## config.mk

```make
export PLATFORM = sky130hd
export DESIGN_NAME = fit_partition_allocator_unit_flat
export DESIGN_NICKNAME = d
export VERILOG_FILES = /design/src/sv/fpa_pkg.sv /design/src/sv/fpa_req_if.sv /design/src/sv/fpa_rsp_if.sv /design/src/sv/fpa_ram.sv /design/src/sv/fpa_fit_cmp.sv /design/src/sv/fit_partition_allocator_unit.sv /design/src/flat_wrapper.sv
export SDC_FILE = /design/constraint.sdc
export NUM_CORES = 1
export LEC_CHECK = 0
export BUFFER_PORTS_ARGS = -buffer_cell sky130_fd_sc_hd__buf_2
export CORE_MARGIN = 3
export CORE_UTILIZATION = 45
export CTS_BUF_LIST = sky130_fd_sc_hd__clkbuf_8
export DETAILED_ROUTE_END_ITERATION = 8
export GPL_ROUTABILITY_DRIVEN = 1
export GPL_TIMING_DRIVEN = 0
export PLACE_DENSITY = 0.69
export SKIP_LAST_GASP = 1
export SLEW_MARGIN = 20
export SYNTH_ARGS = -nofsm -noshare
export SYNTH_HDL_FRONTEND = slang
export SYNTH_HIERARCHICAL = 1
export SYNTH_SLANG_ARGS = --single-unit
```

## constraint.sdc

```tcl
create_clock -name i_clk -period 9.9 [get_ports i_clk]
set_input_delay 1.485 -clock i_clk [delete_from_list [all_inputs] [get_ports i_clk]]
set_output_delay 1.485 -clock i_clk [all_outputs]
set_load 0.005 [all_outputs]
```

## src/sv/fpa_pkg.sv

```systemverilog
// ----------------------------------------------------------------------------
// Fit partition allocator package
// Shared field widths, codes, defaults and control types for the allocator.
// ----------------------------------------------------------------------------
package fpa_pkg;

    // Default sizes of the partition table.
    localparam int MAX_PARTITIONS_DEF = 16;
    localparam int SIZE_BITS_DEF      = 16;

    // Widths of the transfer payload fields.
    localparam int OPCODE_W   = 1;
    localparam int SLOT_W     = 4;
    localparam int SIZE_W     = 16;
    localparam int REQ_NUM_W  = 16;
    localparam int CHOSEN_W   = 4;
    localparam int ORIG_W     = 16;

    // Configuration register widths and port shape.
    localparam int POLICY_W   = 2;
    localparam int PIU_W      = 5;
    localparam int CFG_IDX_W  = 1;
    localparam int CFG_DATA_W = 5;

    // Configuration register indexes.
    localparam logic [CFG_IDX_W-1:0] CFG_FIT_POLICY   = 1'd0;
    localparam logic [CFG_IDX_W-1:0] CFG_PARTS_IN_USE = 1'd1;

    // Configuration reset values.
    localparam logic [POLICY_W-1:0] POLICY_RESET = 2'd0;
    localparam logic [PIU_W-1:0]    PIU_RESET    = 5'd16;

    // Fit policy codes. The unused code behaves as first fit.
    localparam logic [POLICY_W-1:0] POLICY_FIRST = 2'd0;
    localparam logic [POLICY_W-1:0] POLICY_BEST  = 2'd1;
    localparam logic [POLICY_W-1:0] POLICY_WORST = 2'd2;

    // Item opcodes.
    localparam logic [OPCODE_W-1:0] OP_LOAD    = 1'b0;
    localparam logic [OPCODE_W-1:0] OP_REQUEST = 1'b1;

    // Control from the sequencer to the compare unit.
    typedef struct packed {
        logic clear;   // Start of a new request scan.
        logic valid;   // Read data for the current index is present.
    } t_cmp_ctrl;

endpackage

```

## src/sv/fpa_req_if.sv

```systemverilog
// ----------------------------------------------------------------------------
// Allocator input channel
// Valid/ready channel that carries load and request items.
// ----------------------------------------------------------------------------
interface fpa_req_if;
    logic                          valid;
    logic                          ready;
    logic [fpa_pkg::OPCODE_W-1:0]  opcode;
    logic [fpa_pkg::SLOT_W-1:0]    partition_slot;
    logic [fpa_pkg::SIZE_W-1:0]    size_value;

    modport source (
        output valid, opcode, partition_slot, size_value,
        input  ready
    );

    modport sink (
        input  valid, opcode, partition_slot, size_value,
        output ready
    );
endinterface

```

## src/sv/fpa_rsp_if.sv

```systemverilog
// ----------------------------------------------------------------------------
// Allocator result channel
// Valid/ready channel that carries one result per allocation request.
// ----------------------------------------------------------------------------
interface fpa_rsp_if;
    logic                          valid;
    logic                          ready;
    logic [fpa_pkg::REQ_NUM_W-1:0] request_number;
    logic                          granted;
    logic [fpa_pkg::CHOSEN_W-1:0]  chosen_partition;
    logic [fpa_pkg::ORIG_W-1:0]    original_size;

    modport source (
        output valid, request_number, granted, chosen_partition, original_size,
        input  ready
    );

    modport sink (
        input  valid, request_number, granted, chosen_partition, original_size,
        output ready
    );
endinterface

```

## src/sv/fpa_ram.sv

```systemverilog
// ----------------------------------------------------------------------------
// Generic RAM
// One write port and one read port with registered read data.
// ----------------------------------------------------------------------------
module fpa_ram #(
    parameter int WIDTH = 16,
    parameter int DEPTH = 16
) (
    input  logic                                    i_clk,
    input  logic                                    i_we,
    input  logic [(DEPTH > 1 ? $clog2(DEPTH) : 1)-1:0] i_waddr,
    input  logic [WIDTH-1:0]                        i_wdata,
    input  logic [(DEPTH > 1 ? $clog2(DEPTH) : 1)-1:0] i_raddr,
    output logic [WIDTH-1:0]                        o_rdata
);

    logic [WIDTH-1:0] r_mem [DEPTH];
    logic [WIDTH-1:0] r_rdata;

    // Storage write and registered read.
    always_ff @(posedge i_clk) begin
        if (i_we) begin
            r_mem[i_waddr] <= i_wdata;
        end
        r_rdata <= r_mem[i_raddr];
    end

    assign o_rdata = r_rdata;

endmodule

```

## src/sv/fpa_fit_cmp.sv

```systemverilog
// ----------------------------------------------------------------------------
// Fit compare unit
// Checks one partition per cycle against the request and keeps the pick.
// ----------------------------------------------------------------------------
module fpa_fit_cmp #(
    parameter int IDX_W     = 4,
    parameter int SIZE_BITS = fpa_pkg::SIZE_BITS_DEF
) (
    input  logic                             i_clk,
    input  logic                             i_rst_n,
    input  fpa_pkg::t_cmp_ctrl               i_ctrl,
    input  logic [fpa_pkg::POLICY_W-1:0]     i_policy,
    input  logic [SIZE_BITS-1:0]             i_size,
    input  logic [IDX_W-1:0]                 i_idx,
    input  logic [SIZE_BITS-1:0]             i_data,
    output logic                             o_found,
    output logic [IDX_W-1:0]                 o_pick,
    output logic [SIZE_BITS-1:0]             o_best
);

    logic                 r_found;
    logic [IDX_W-1:0]     r_pick;
    logic [SIZE_BITS-1:0] r_best;
    logic                 fits;
    logic                 below_best;
    logic                 take;

    // The two comparators: against the request and against the current pick.
    assign fits       = (i_data >= i_size);
    assign below_best = (i_data < r_best);

    // Policy decides whether this entry replaces the current pick.
    always_comb begin
        case (i_policy)
            fpa_pkg::POLICY_BEST:  take = fits && (!r_found || below_best);
            fpa_pkg::POLICY_WORST: take = fits && (!r_found || !below_best);
            default:               take = fits && !r_found;
        endcase
    end

    // Pick registers.
    always_ff @(posedge i_clk) begin
        if (!i_rst_n) begin
            r_found <= 1'b0;
        end else if (i_ctrl.clear) begin
            r_found <= 1'b0;
        end else if (i_ctrl.valid && take) begin
            r_found <= 1'b1;
        end
        if (i_ctrl.valid && take) begin
            r_pick <= i_idx;
            r_best <= i_data;
        end
    end

    assign o_found = r_found;
    assign o_pick  = r_pick;
    assign o_best  = r_best;

endmodule

```

## src/sv/fit_partition_allocator_unit.sv

```systemverilog
// ----------------------------------------------------------------------------
// Fit partition allocator
// Fixed partition table with first, best and worst fit allocation.
// ----------------------------------------------------------------------------
// Sequence: a request scans partitions_in_use entries (capped at MAX_PARTITIONS) in
// S_SCAN, writes the reduced size back on a grant in S_UPDATE, and registers its result.
// Ready is high only in S_IDLE, so the next item is taken only after the previous request
// has reached S_FINISH; a load keeps the sequencer in S_IDLE and ready stays high after it.
// A result cycle stalls while the output register still holds an untaken result.
// Synchronous active-low reset clears control, config and the request counter only.
module fit_partition_allocator_unit #(
    parameter int MAX_PARTITIONS = fpa_pkg::MAX_PARTITIONS_DEF,
    parameter int SIZE_BITS      = fpa_pkg::SIZE_BITS_DEF
) (
    input  logic                             i_clk,
    input  logic                             i_rst_n,
    input  logic                             i_cfg_we,
    input  logic [fpa_pkg::CFG_IDX_W-1:0]    i_cfg_idx,
    input  logic [fpa_pkg::CFG_DATA_W-1:0]   i_cfg_data,
    fpa_req_if.sink                          i_req,
    fpa_rsp_if.source                        o_rsp
);

    localparam int IDX_W   = (MAX_PARTITIONS > 1) ? $clog2(MAX_PARTITIONS) : 1;
    localparam int CNT_W   = $clog2(MAX_PARTITIONS + 1);
    localparam int LIM_W   = (CNT_W > fpa_pkg::PIU_W) ? CNT_W : fpa_pkg::PIU_W;
    localparam int SLOTC_W = (CNT_W > fpa_pkg::SLOT_W) ? CNT_W : fpa_pkg::SLOT_W;

    typedef enum logic [1:0] {
        S_IDLE,
        S_SCAN,
        S_UPDATE,
        S_FINISH
    } t_state;

    // Configuration registers.
    logic [fpa_pkg::POLICY_W-1:0] r_policy;
    logic [fpa_pkg::PIU_W-1:0]    r_piu;

    // Sequencer state and registered outputs.
    t_state                        r_state, n_state;
    logic [LIM_W-1:0]              r_idx, n_idx;
    logic [LIM_W-1:0]              r_limit, n_limit;
    logic                          r_cmp_vld, n_cmp_vld;
    logic [IDX_W-1:0]              r_cmp_idx, n_cmp_idx;
    logic [SIZE_BITS-1:0]          r_size, n_size;
    logic [fpa_pkg::REQ_NUM_W-1:0] r_req_cnt, n_req_cnt;
    logic                          r_out_valid, n_out_valid;
    logic [fpa_pkg::REQ_NUM_W-1:0] r_out_num, n_out_num;
    logic                          r_out_granted, n_out_granted;
    logic [fpa_pkg::CHOSEN_W-1:0]  r_out_chosen, n_out_chosen;
    logic [fpa_pkg::ORIG_W-1:0]    r_out_orig, n_out_orig;

    logic                          req_xfer;
    logic                          rsp_xfer;
    logic                          is_load;
    logic                          is_request;
    logic                          slot_ok;
    logic [LIM_W-1:0]              piu_ext;
    logic [LIM_W-1:0]              max_ext;
    logic [LIM_W-1:0]              scan_limit;
    logic [SIZE_BITS-1:0]          in_size;

    fpa_pkg::t_cmp_ctrl            cmp_ctrl;
    logic                          cmp_found;
    logic [IDX_W-1:0]              cmp_pick;
    logic [SIZE_BITS-1:0]          cmp_best;

    logic                          rem_we;
    logic [IDX_W-1:0]              rem_waddr;
    logic [SIZE_BITS-1:0]          rem_wdata;
    logic [SIZE_BITS-1:0]          rem_rdata;
    logic                          lds_we;
    logic [SIZE_BITS-1:0]          lds_rdata;

    // Handshake decode.
    assign i_req.ready = (r_state == S_IDLE);
    assign req_xfer    = i_req.valid && i_req.ready;
    assign rsp_xfer    = o_rsp.valid && o_rsp.ready;
    assign is_load     = req_xfer && (i_req.opcode == fpa_pkg::OP_LOAD);
    assign is_request  = req_xfer && (i_req.opcode == fpa_pkg::OP_REQUEST);
    assign in_size     = SIZE_BITS'(i_req.size_value);
    assign slot_ok     = SLOTC_W'(i_req.partition_slot) < SLOTC_W'(MAX_PARTITIONS);

    // Number of partitions scanned, capped at the table depth.
    assign piu_ext    = LIM_W'(r_piu);
    assign max_ext    = LIM_W'(MAX_PARTITIONS);
    assign scan_limit = (piu_ext > max_ext) ? max_ext : piu_ext;

    // Configuration writes.
    always_ff @(posedge i_clk) begin
        if (!i_rst_n) begin
            r_policy <= fpa_pkg::POLICY_RESET;
            r_piu    <= fpa_pkg::PIU_RESET;
        end else if (i_cfg_we) begin
            unique case (i_cfg_idx)
                fpa_pkg::CFG_FIT_POLICY:   r_policy <= i_cfg_data[fpa_pkg::POLICY_W-1:0];
                fpa_pkg::CFG_PARTS_IN_USE: r_piu    <= i_cfg_data[fpa_pkg::PIU_W-1:0];
                default: ;
            endcase
        end
    end

    // Sequencer next-state logic.
    always_comb begin
        n_state       = r_state;
        n_idx         = r_idx;
        n_limit       = r_limit;
        n_cmp_vld     = r_cmp_vld;
        n_cmp_idx     = r_cmp_idx;
        n_size        = r_size;
        n_req_cnt     = r_req_cnt;
        n_out_valid   = r_out_valid;
        n_out_num     = r_out_num;
        n_out_granted = r_out_granted;
        n_out_chosen  = r_out_chosen;
        n_out_orig    = r_out_orig;

        if (rsp_xfer) begin
            n_out_valid = 1'b0;
        end

        unique case (r_state)
            S_IDLE: begin
                if (is_request) begin
                    n_state   = S_SCAN;
                    n_idx     = '0;
                    n_limit   = scan_limit;
                    n_cmp_vld = 1'b0;
                    n_size    = in_size;
                end else if (is_load) begin
                    n_req_cnt = '0;
                end
            end
            S_SCAN: begin
                // Issue one table read per cycle; its compare follows in the next cycle.
                if (r_idx < r_limit) begin
                    n_idx     = r_idx + LIM_W'(1);
                    n_cmp_vld = 1'b1;
                    n_cmp_idx = r_idx[IDX_W-1:0];
                end else begin
                    n_cmp_vld = 1'b0;
                end
                if ((r_idx == r_limit) && !r_cmp_vld) begin
                    n_state = S_UPDATE;
                end
            end
            S_UPDATE: begin
                n_state = S_FINISH;
            end
            S_FINISH: begin
                if (!r_out_valid || o_rsp.ready) begin
                    n_out_valid   = 1'b1;
                    n_out_num     = r_req_cnt;
                    n_out_granted = cmp_found;
                    n_out_chosen  = cmp_found ? fpa_pkg::CHOSEN_W'(cmp_pick) : '0;
                    n_out_orig    = cmp_found ? fpa_pkg::ORIG_W'(lds_rdata) : '0;
                    n_req_cnt     = r_req_cnt + fpa_pkg::REQ_NUM_W'(1);
                    n_state       = S_IDLE;
                end
            end
            default: n_state = S_IDLE;
        endcase
    end

    // Sequencer state and output registers.
    always_ff @(posedge i_clk) begin
        if (!i_rst_n) begin
            r_state     <= S_IDLE;
            r_idx       <= '0;
            r_limit     <= '0;
            r_cmp_vld   <= 1'b0;
            r_req_cnt   <= '0;
            r_out_valid <= 1'b0;
        end else begin
            r_state     <= n_state;
            r_idx       <= n_idx;
            r_limit     <= n_limit;
            r_cmp_vld   <= n_cmp_vld;
            r_req_cnt   <= n_req_cnt;
            r_out_valid <= n_out_valid;
        end
        r_cmp_idx     <= n_cmp_idx;
        r_size        <= n_size;
        r_out_num     <= n_out_num;
        r_out_granted <= n_out_granted;
        r_out_chosen  <= n_out_chosen;
        r_out_orig    <= n_out_orig;
    end

    // Compare unit control.
    assign cmp_ctrl.clear = is_request;
    assign cmp_ctrl.valid = (r_state == S_SCAN) && r_cmp_vld;

    fpa_fit_cmp #(
        .IDX_W     (IDX_W),
        .SIZE_BITS (SIZE_BITS)
    ) u_fit_cmp (
        .i_clk    (i_clk),
        .i_rst_n  (i_rst_n),
        .i_ctrl   (cmp_ctrl),
        .i_policy (r_policy),
        .i_size   (r_size),
        .i_idx    (r_cmp_idx),
        .i_data   (rem_rdata),
        .o_found  (cmp_found),
        .o_pick   (cmp_pick),
        .o_best   (cmp_best)
    );

    // Remaining size table: written by loads and by the update after a grant.
    assign rem_we    = (is_load && slot_ok) || ((r_state == S_UPDATE) && cmp_found);
    assign rem_waddr = (r_state == S_UPDATE) ? cmp_pick : IDX_W'(i_req.partition_slot);
    assign rem_wdata = (r_state == S_UPDATE) ? (cmp_best - r_size) : in_size;

    fpa_ram #(
        .WIDTH (SIZE_BITS),
        .DEPTH (MAX_PARTITIONS)
    ) u_remaining_ram (
        .i_clk   (i_clk),
        .i_we    (rem_we),
        .i_waddr (rem_waddr),
        .i_wdata (rem_wdata),
        .i_raddr (r_idx[IDX_W-1:0]),
        .o_rdata (rem_rdata)
    );

    // Loaded size table: written by loads, read at the current pick.
    assign lds_we = is_load && slot_ok;

    fpa_ram #(
        .WIDTH (SIZE_BITS),
        .DEPTH (MAX_PARTITIONS)
    ) u_loaded_ram (
        .i_clk   (i_clk),
        .i_we    (lds_we),
        .i_waddr (IDX_W'(i_req.partition_slot)),
        .i_wdata (in_size),
        .i_raddr (cmp_pick),
        .o_rdata (lds_rdata)
    );

    // Result channel.
    assign o_rsp.valid            = r_out_valid;
    assign o_rsp.request_number   = r_out_num;
    assign o_rsp.granted          = r_out_granted;
    assign o_rsp.chosen_partition = r_out_chosen;
    assign o_rsp.original_size    = r_out_orig;

    // The scan index never runs past the latched scan limit.
    a_idx_in_range: assert property (@(posedge i_clk) disable iff (!i_rst_n)
        (r_state == S_SCAN) |-> (r_idx <= r_limit))
        else $error("scan index beyond scan limit");

    // A granted pick lies inside the scanned range.
    a_pick_in_range: assert property (@(posedge i_clk) disable iff (!i_rst_n)
        ((r_state == S_FINISH) && cmp_found) |-> (LIM_W'(cmp_pick) < r_limit))
        else $error("picked partition outside scanned range");

    // A request transfer starts a fresh scan at index zero.
    a_scan_start: assert property (@(posedge i_clk) disable iff (!i_rst_n)
        is_request |=> ((r_state == S_SCAN) && (r_idx == '0) && !cmp_found))
        else $error("request did not start a clean scan");

    // A finished result is held back while the output register is occupied.
    a_finish_hold: assert property (@(posedge i_clk) disable iff (!i_rst_n)
        ((r_state == S_FINISH) && r_out_valid && !o_rsp.ready) |=> (r_state == S_FINISH))
        else $error("result overwrote a pending output");

endmodule

```

## src/flat_wrapper.sv

```systemverilog
// flat-port wrapper written by rule: the top's interface ports become plain ports
module fit_partition_allocator_unit_flat 
#(
    parameter int MAX_PARTITIONS = fpa_pkg::MAX_PARTITIONS_DEF,
    parameter int SIZE_BITS      = fpa_pkg::SIZE_BITS_DEF
)
  (i_clk, i_rst_n, i_cfg_we, i_cfg_idx, i_cfg_data, i_req_valid, i_req_opcode, i_req_partition_slot, i_req_size_value, i_req_ready, o_rsp_valid, o_rsp_request_number, o_rsp_granted, o_rsp_chosen_partition, o_rsp_original_size, o_rsp_ready);
  fpa_req_if i_req_i ();
  fpa_rsp_if o_rsp_i ();
  input  logic i_clk;
  input  logic i_rst_n;
  input  logic i_cfg_we;
  input  logic [fpa_pkg::CFG_IDX_W-1:0] i_cfg_idx;
  input  logic [fpa_pkg::CFG_DATA_W-1:0] i_cfg_data;
  input wire logic [$bits(i_req_i.valid)-1:0] i_req_valid;
  input wire logic [$bits(i_req_i.opcode)-1:0] i_req_opcode;
  input wire logic [$bits(i_req_i.partition_slot)-1:0] i_req_partition_slot;
  input wire logic [$bits(i_req_i.size_value)-1:0] i_req_size_value;
  output wire logic [$bits(i_req_i.ready)-1:0] i_req_ready;
  output wire logic [$bits(o_rsp_i.valid)-1:0] o_rsp_valid;
  output wire logic [$bits(o_rsp_i.request_number)-1:0] o_rsp_request_number;
  output wire logic [$bits(o_rsp_i.granted)-1:0] o_rsp_granted;
  output wire logic [$bits(o_rsp_i.chosen_partition)-1:0] o_rsp_chosen_partition;
  output wire logic [$bits(o_rsp_i.original_size)-1:0] o_rsp_original_size;
  input wire logic [$bits(o_rsp_i.ready)-1:0] o_rsp_ready;
  assign i_req_i.valid = i_req_valid;
  assign i_req_i.opcode = i_req_opcode;
  assign i_req_i.partition_slot = i_req_partition_slot;
  assign i_req_i.size_value = i_req_size_value;
  assign i_req_ready = i_req_i.ready;
  assign o_rsp_valid = o_rsp_i.valid;
  assign o_rsp_request_number = o_rsp_i.request_number;
  assign o_rsp_granted = o_rsp_i.granted;
  assign o_rsp_chosen_partition = o_rsp_i.chosen_partition;
  assign o_rsp_original_size = o_rsp_i.original_size;
  assign o_rsp_i.ready = o_rsp_ready;
  fit_partition_allocator_unit #(.MAX_PARTITIONS(MAX_PARTITIONS), .SIZE_BITS(SIZE_BITS)) u_core (.i_clk(i_clk), .i_rst_n(i_rst_n), .i_cfg_we(i_cfg_we), .i_cfg_idx(i_cfg_idx), .i_cfg_data(i_cfg_data), .i_req(i_req_i), .o_rsp(o_rsp_i));
endmodule
```

# Word level (Yosys, flattened, before mapping)
# Memory sizes are Yosys's and may differ from the RTL's. A register that Yosys moved wholly into a read port is not among the register bits.
# Index checks and enable logic that the tools add are counted.
word_totals:
  mem_count: 2
  word_cells: 98
  regBits: 115
  ramBits: 512
  out_inout_bits: 39
classes:
  n_lt_le_gt_ge: 4
  n_eq_ne: 12
  addsub: 3
  reduce_logical: 32
  bitwise_logic: 3
  mux: 25
memory_table:
  columns: ["name", "words", "width", "read_ports", "rd_ports_with_merged_regs", "wr", "line", "text"]
  rows:
  - ["u_core.u_loaded_ram.r_mem", 16, 16, 1, 1, 1, "fpa_ram.sv:17", "logic [WIDTH-1:0] r_mem [DEPTH];"]
  - ["u_core.u_remaining_ram.r_mem", 16, 16, 1, 1, 1, "fpa_ram.sv:17", null]
op_table:
  columns: ["cell", "count"]
  rows:
  - ["$mux W16", 4]
  - ["$pmux W16 S2", 1]
  - ["$add A16 B1 Y16 const B", 1]
  - ["$ge A16 B16 Y1", 1]
  - ["$lt A16 B16 Y1", 1]
  - ["$sub A16 B16 Y16", 1]
  - ["$mux W5", 3]
  - ["$reduce_and A2 Y1", 6]
  - ["$logic_and A1 B1 Y1", 11]
  - ["$pmux W5 S2", 1]
  - ["$mux W1", 9]
  - ["$pmux W2 S4", 1]
  - ["$eq A2 B2 Y1 const B", 3]
  - ["$mux W2", 3]
  - ["$ne A2 B1 Y1 const B", 3]
  - ["$ne A2 B2 Y1 const B", 3]
  - ["$reduce_and A3 Y1", 2]
  - ["$add A5 B1 Y5 const B", 1]
  - ["$eq A5 B5 Y1", 1]
  - ["$gt A5 B5 Y1 const B", 1]
  - ["$lt A5 B5 Y1", 1]
  - ["$eq A2 B1 Y1 const B", 2]
  - ["$logic_not A1 Y1", 4]
  - ["$logic_or A1 B1 Y1", 4]
  - ["7 further kinds", 11]

# Depth between registers and ports, before layout
logic_depth:
  depth_word: 6
  depth_mapped: 10
  ltp_nobuf: 9

# By module
# Netlist, hierarchy kept.
by_module_without_submodules:
  columns: ["module", "area_each_um2", "instances", "cells_each"]
  rows:
  - ["fpa_ram at u_core.u_remaining_ram", 10043.4, 1, 432]
  - ["fpa_ram at u_core.u_loaded_ram", 10042.1, 1, 432]
  - ["fit_partition_allocator_unit", 4750.8, 1, 455]
  - ["fpa_fit_cmp", 1483.9, 1, 143]

# Least setup slack after synthesis
# OpenSTA, ideal clock, no wires.
synth_path:
  path_type: "input-to-reg"
  start: "in i_req_valid"
  end: "mem u_core.u_remaining_ram.r_mem[0][0], enable pin"
  slack_ps: 5993
  setup_ps: 409
  n_path_buf: 0
  stages: 5
  arrival_ps: 3498
  path_cell_list: "nor2b_1 > nand2_1 > nand2_1 > or3b_2 > nor3_1"
synth_via:
  elab_chain_cells: 5
synth_lines:
  columns: ["element", "line", "text"]
  rows:
  - ["from (decl)", "flat_wrapper.sv:15", "input wire logic [$bits(i_req_i.valid)-1:0] i_req_valid;"]
  - ["$logic_and A1 B1 Y1", "fit_partition_allocator_unit.sv:78", "assign req_xfer = i_req.valid && i_req.ready;"]
  - ["$logic_and A1 B1 Y1", "fit_partition_allocator_unit.sv:80", "assign is_load = req_xfer && (i_req.opcode == fpa_pkg::OP_LOAD);"]
  - ["$logic_or A1 B1 Y1", "fit_partition_allocator_unit.sv:212", "assign rem_we = (is_load && slot_ok) || ((r_state == S_UPDATE) && cmp_found);"]
  - ["via u_core.rem_we", "fit_partition_allocator_unit.sv:69", "logic rem_we;"]
  - ["$mux W1", "fpa_ram.sv:22", "if (i_we) begin"]
  - ["$mux W1 (implied by the code)", "fpa_ram.sv:23", "r_mem[i_waddr] <= i_wdata;"]
  - ["to (decl)", "fpa_ram.sv:17", null]
# The timed path passes the listed nets, and every way through them passes these cells.

# Final worst setup path
layout_path:
  start: "reg u_core.r_state[0]"
  end: "mem u_core.u_remaining_ram.r_mem[0][8], enable pin"
layout_via:
  elab_cells_between_ends: 9
  cone_classes: "eq/ne (1); mux (3); reduce/logical (5)"
layout_rtl:
  columns: ["element", "line", "text"]
  rows:
  - ["from (decl)", "fit_partition_allocator_unit.sv:41", "t_state r_state, n_state;"]
  - ["from (signal assigned)", "fit_partition_allocator_unit.sv:176", "r_state <= n_state;"]
  - ["$eq A2 B2 Y1", "fit_partition_allocator_unit.sv:213", "assign rem_waddr = (r_state == S_UPDATE) ? cmp_pick : IDX_W'(i_req.partition_slot);"]
  - ["$mux W4", "fit_partition_allocator_unit.sv:213", null]
  - ["via u_core.rem_waddr[2]", "fit_partition_allocator_unit.sv:70", "logic [IDX_W-1:0] rem_waddr;"]
# The timed path passes the listed nets, and every way through them passes these cells.

==> out/results.tsv <==
stage	metric	value	unit
die	starting density of the core	45.53	%
synth	share of the yosys chip area belonging to registers	72.52	%
clock_network	clk slew on worst S/H paths	0.07	ns
critical_path	WP data required	10.27	ns
place	DP HPWL	36.85	mm
synth	Post-Syn Nets	1554	
timing	setup TNS	0	ns
die	Die Area	61430	µm²
finish	Layout Nets	1769	
synth	Cell variety after synth	65	
die	# IOs	71	
critical_path	Crit. End Element	flop	
global_route	GR Overflow Total	0	
clock_network	H-tree levels	3	
clock_network	Worst-Skew Late Latency	0.68	ns
power_and_ir_drop	leak pwr	10.36	nW
synth	dominant synthesized flop cell	edfxtp_1	
timing	crit path time final	3.333	ns
critical_path	Critical Path AT	3.70	ns
synth	Post-Synthesis Cells	1462	
synth	post-synthesis async set-or-reset flop share	0	%
timing	Final Skew	0.02707	ns
power_and_ir_drop	Clock power frac	35.4	%
critical_path	Crit Path Max Fanout	10	
synth	Ys Warns	6	
finish	share of cells above drive strength 1	24.96	%
clock_network	CTS Sinks	659	
run	max_cap viols	0	
synth	post-synth top area share	67.20	%
synth	leading area contributor after synthesis	edfxtp_1	
finish	area of the multi-input gates	6793	µm²
finish	Sequential Area	19090	µm²
power_and_ir_drop	internal power	4.411	mW
routing	Total Wirelength	54.28	mm
timing	Max Fclk	0.3001	GHz
clock_network	Post-CTS Setup Bufs	0	
timing	slew margin rel.	45.08	%
routing	via count	13722	
timing	final setup fails	0	
routing	remaining antenna violation count	0	
clock_network	Clock Root Buffer	clkbuf_8	
timing	Final WS setup	6.567	ns
synth	Synth top cells by count	589 x edfxtp_1, 108 x mux4_2, 86 x nand2_1	
power_and_ir_drop	IR Drop Worst-Case VDD	139.7	µV
power_and_ir_drop	combinational share of power	9.1	%
global_route	initial antenna violation count	0	
routing	drt initial violations	1113	
synth	Cell Area, Synth	26320	µm²
critical_path	critical path class	reg2reg	
routing	DRC	0	
die	Rows	88	
power_and_ir_drop	Power Dens Cells	193.2	nW/µm²
clock_network	TritonCTS Buffers	99	
routing	post-DR vias/cell	5.441	
power_and_ir_drop	Sw Pwr	1.398	mW
place	IO buf count	70	
place	routability congestion estimate	0.8249	
finish	Layout Cells excl Fill	2522	
power_and_ir_drop	switching part of the total	24.06	%
timing	RSZ-0062 raised after global routing	false	
synth	Post-synth EDFFs	589	
outcome	outcome	completed	
synth	most frequent cell after synthesis	edfxtp_1	
global_route	number of global-route vias before repair	14370	
timing	Final Max Tran Viols	0	
clock_network	CTS tree	done	
critical_path	CP startpoint kind	flop	
synth	synth top area cells	edfxtp_1 67%, mux4_2 9.2%, dfxtp_1 5.3%, ha_1 2.8%, mux4_1 2.0%	
place	DP Cell Count	2341	
finish	synthesis-to-layout area growth	14.20	%
synth	Mean Syn Cell Area	18.00	µm²
place	pre-CTS WS	5.977	ns
global_route	Total GRT Usage	17.95	%
clock_network	CTS resizes	0	
routing	1st-pass router iterations	5	
global_route	first-pass GRT wire length	83.05	mm
routing	Avg WL per Cell	21.52	µm
critical_path	r2r setup slk	6.57	ns
timing	final worst-path cycle share	33.66	%
timing	Slew @ Worst Pin	0.8238	ns
die	Die H	247.8	µm
synth	Synth Register Bits	659	
finish	fillcell total	4579	
global_route	largest net degree at the start of global routing	29	
die	Core Footprint	57810	µm²
power_and_ir_drop	part of the power in registers	55.4	%
die	die width	247.8	µm
hold_path	HP Class	reg2reg	
timing	Final Hold Vio Count	0	
clock_network	cts hold-fix bufs	0	
clock_network	clock buffer depth	3	
[registers in the layout, indices dropped and copies added (netlist names)]
| signal | flops |
|---|---|
| u_core/r_req_cnt | 16 |
| u_core/u_fit_cmp/o_found | 1 |
| u_core/r_state | 2 |
| u_core/r_limit | 5 |
| u_core/r_cmp_idx | 4 |
| u_core/u_fit_cmp/o_best | 16 |
| u_core/o_rsp.chosen_partition | 4 |
| u_core/u_loaded_ram/o_rdata | 16 |
| u_core/r_idx | 5 |
| u_core/o_rsp.valid | 1 |
| u_core/r_size | 16 |
| u_core/o_rsp.request_number | 16 |
| u_core/u_loaded_ram/r_mem | 256 |
| u_core/r_cmp_vld | 1 |
| u_core/u_remaining_ram/o_rdata | 16 |
| u_core/piu_ext | 5 |
| u_core/u_remaining_ram/r_mem | 256 |
| u_core/r_policy | 2 |
| u_core/o_rsp.granted | 1 |
| u_core/u_fit_cmp/o_pick | 4 |
| u_core/o_rsp.original_size | 16 |
[final timing paths]
path | start | end | cells past startpoint
worst max-delay path | u_core/r_state[0] | u_core/u_remaining_ram/r_mem[0][8] | 8
worst min-delay path | u_core/r_cmp_idx[3] | u_core/u_fit_cmp/o_pick[3] | 0
worst max register to register | u_core/r_state[0] | u_core/u_remaining_ram/r_mem[0][8] | 8
worst min register to register | u_core/r_cmp_idx[3] | u_core/u_fit_cmp/o_pick[3] | 0
[cells in the final DEF (no fill, tap or decap), types with 6 or more instances in the layout]
cell | Yosys | layout
a21boi_0 | 6 | 6
a21oi_1 | 33 | 33
a22oi_1 | 64 | 64
and2_1 | 27 | 26
buf_1 | 7 | 7
buf_2 | 6 | 76
buf_4 | 6 | 24
buf_6 | 8 | 26
buf_8 | 0 | 7
clkbuf_1 | 28 | 28
clkbuf_8 | 0 | 110
clkinv_1 | 0 | 12
clkinv_2 | 0 | 17
dfxtp_1 | 70 | 70
edfxtp_1 | 589 | 589
ha_1 | 59 | 59
inv_1 | 70 | 104
mux2_2 | 14 | 14
mux4_1 | 20 | 20
mux4_2 | 108 | 108
nand2_1 | 86 | 86
nand2b_1 | 10 | 10
nand3_1 | 17 | 17
nand4_1 | 9 | 9
nor2_1 | 62 | 38
nor2_2 | 0 | 23
nor2b_1 | 17 | 17
nor3_2 | 0 | 8
o21a_1 | 6 | 6
o21ai_0 | 28 | 26
xnor2_1 | 12 | 12
xor2_1 | 12 | 12
[power groups by stage]
stage	Sequential, mW	Combinational (mW)	Clock, mW
global route	3.22	0.586	2.24
CTS	3.22	0.533	2.12
finish	3.22	0.531	2.06
floorplan	3.27	0.316	0
detailed placement	3.28	0.530	0
global placement	3.28	0.476	0
[through the flow]
stage / power [mW] / area, µm² / hold slack (ns) / util, %
2_1_floorplan: 3.589 / 26320 / 0.4003 / -
3_3_place_gp: 3.756 / 27630 / 0.4098 / 47.79
3_5_place_dp: 3.809 / 28210 / 0.4138 / 48.80
4_1_cts: 5.872 / 30050 / 0.4217 / 51.99
5_1_grt: 6.046 / 30050 / 0.4317 / 51.99
6_report: 5.808 / 30060 / 0.4187 / 52.00
[routing by layer]
layer	up-vias	routed length, µm	global-route usage (%)
li1	6239	-	-
met1	7004	22830	23.60
met2	408	27600	30.41
met3	71	2933	3.738
met4	0	907	5.132
met5	-	0	0
[cell families after synthesis]
kind of cell | count (synthesis) | share of synthesized area, %
XOR/XNOR | 24 | 0.7986
buffers and inverters | 125 | 2.125
flip-flops | 659 | 72.52
AO/OA/AOI/OAI | 183 | 4.825
adder cells (fa/ha/maj) | 60 | 2.881
AND/OR/NAND/NOR | 265 | 4.839
multiplexers | 146 | 12.01
[final cells by class]
cell class                      instances  area share [%]
Multi-Input combinational cell        678           22.60
Clock inverter                         69           1.095
Inverter                               70          0.8741
Tap cell                              765           3.184
Antenna cell                            2         0.01665
Timing Repair Buffer                  114           2.706
Clock buffer                          110           5.037
Sequential cell                       659           63.50
Buffer                                 55          0.9865
[worst max-delay path: stages, from the launching register on]
cell,delay (ns)
dfxtp_1,0.33
inv_1,0.12
ha_1,0.23
clkbuf_1,0.48
mux2_2,0.47
or3b_2,0.57
nor3_2,0.34
buf_4,0.27
buf_4,0.20
Note: power is estimated with default switching activity, not from simulation.
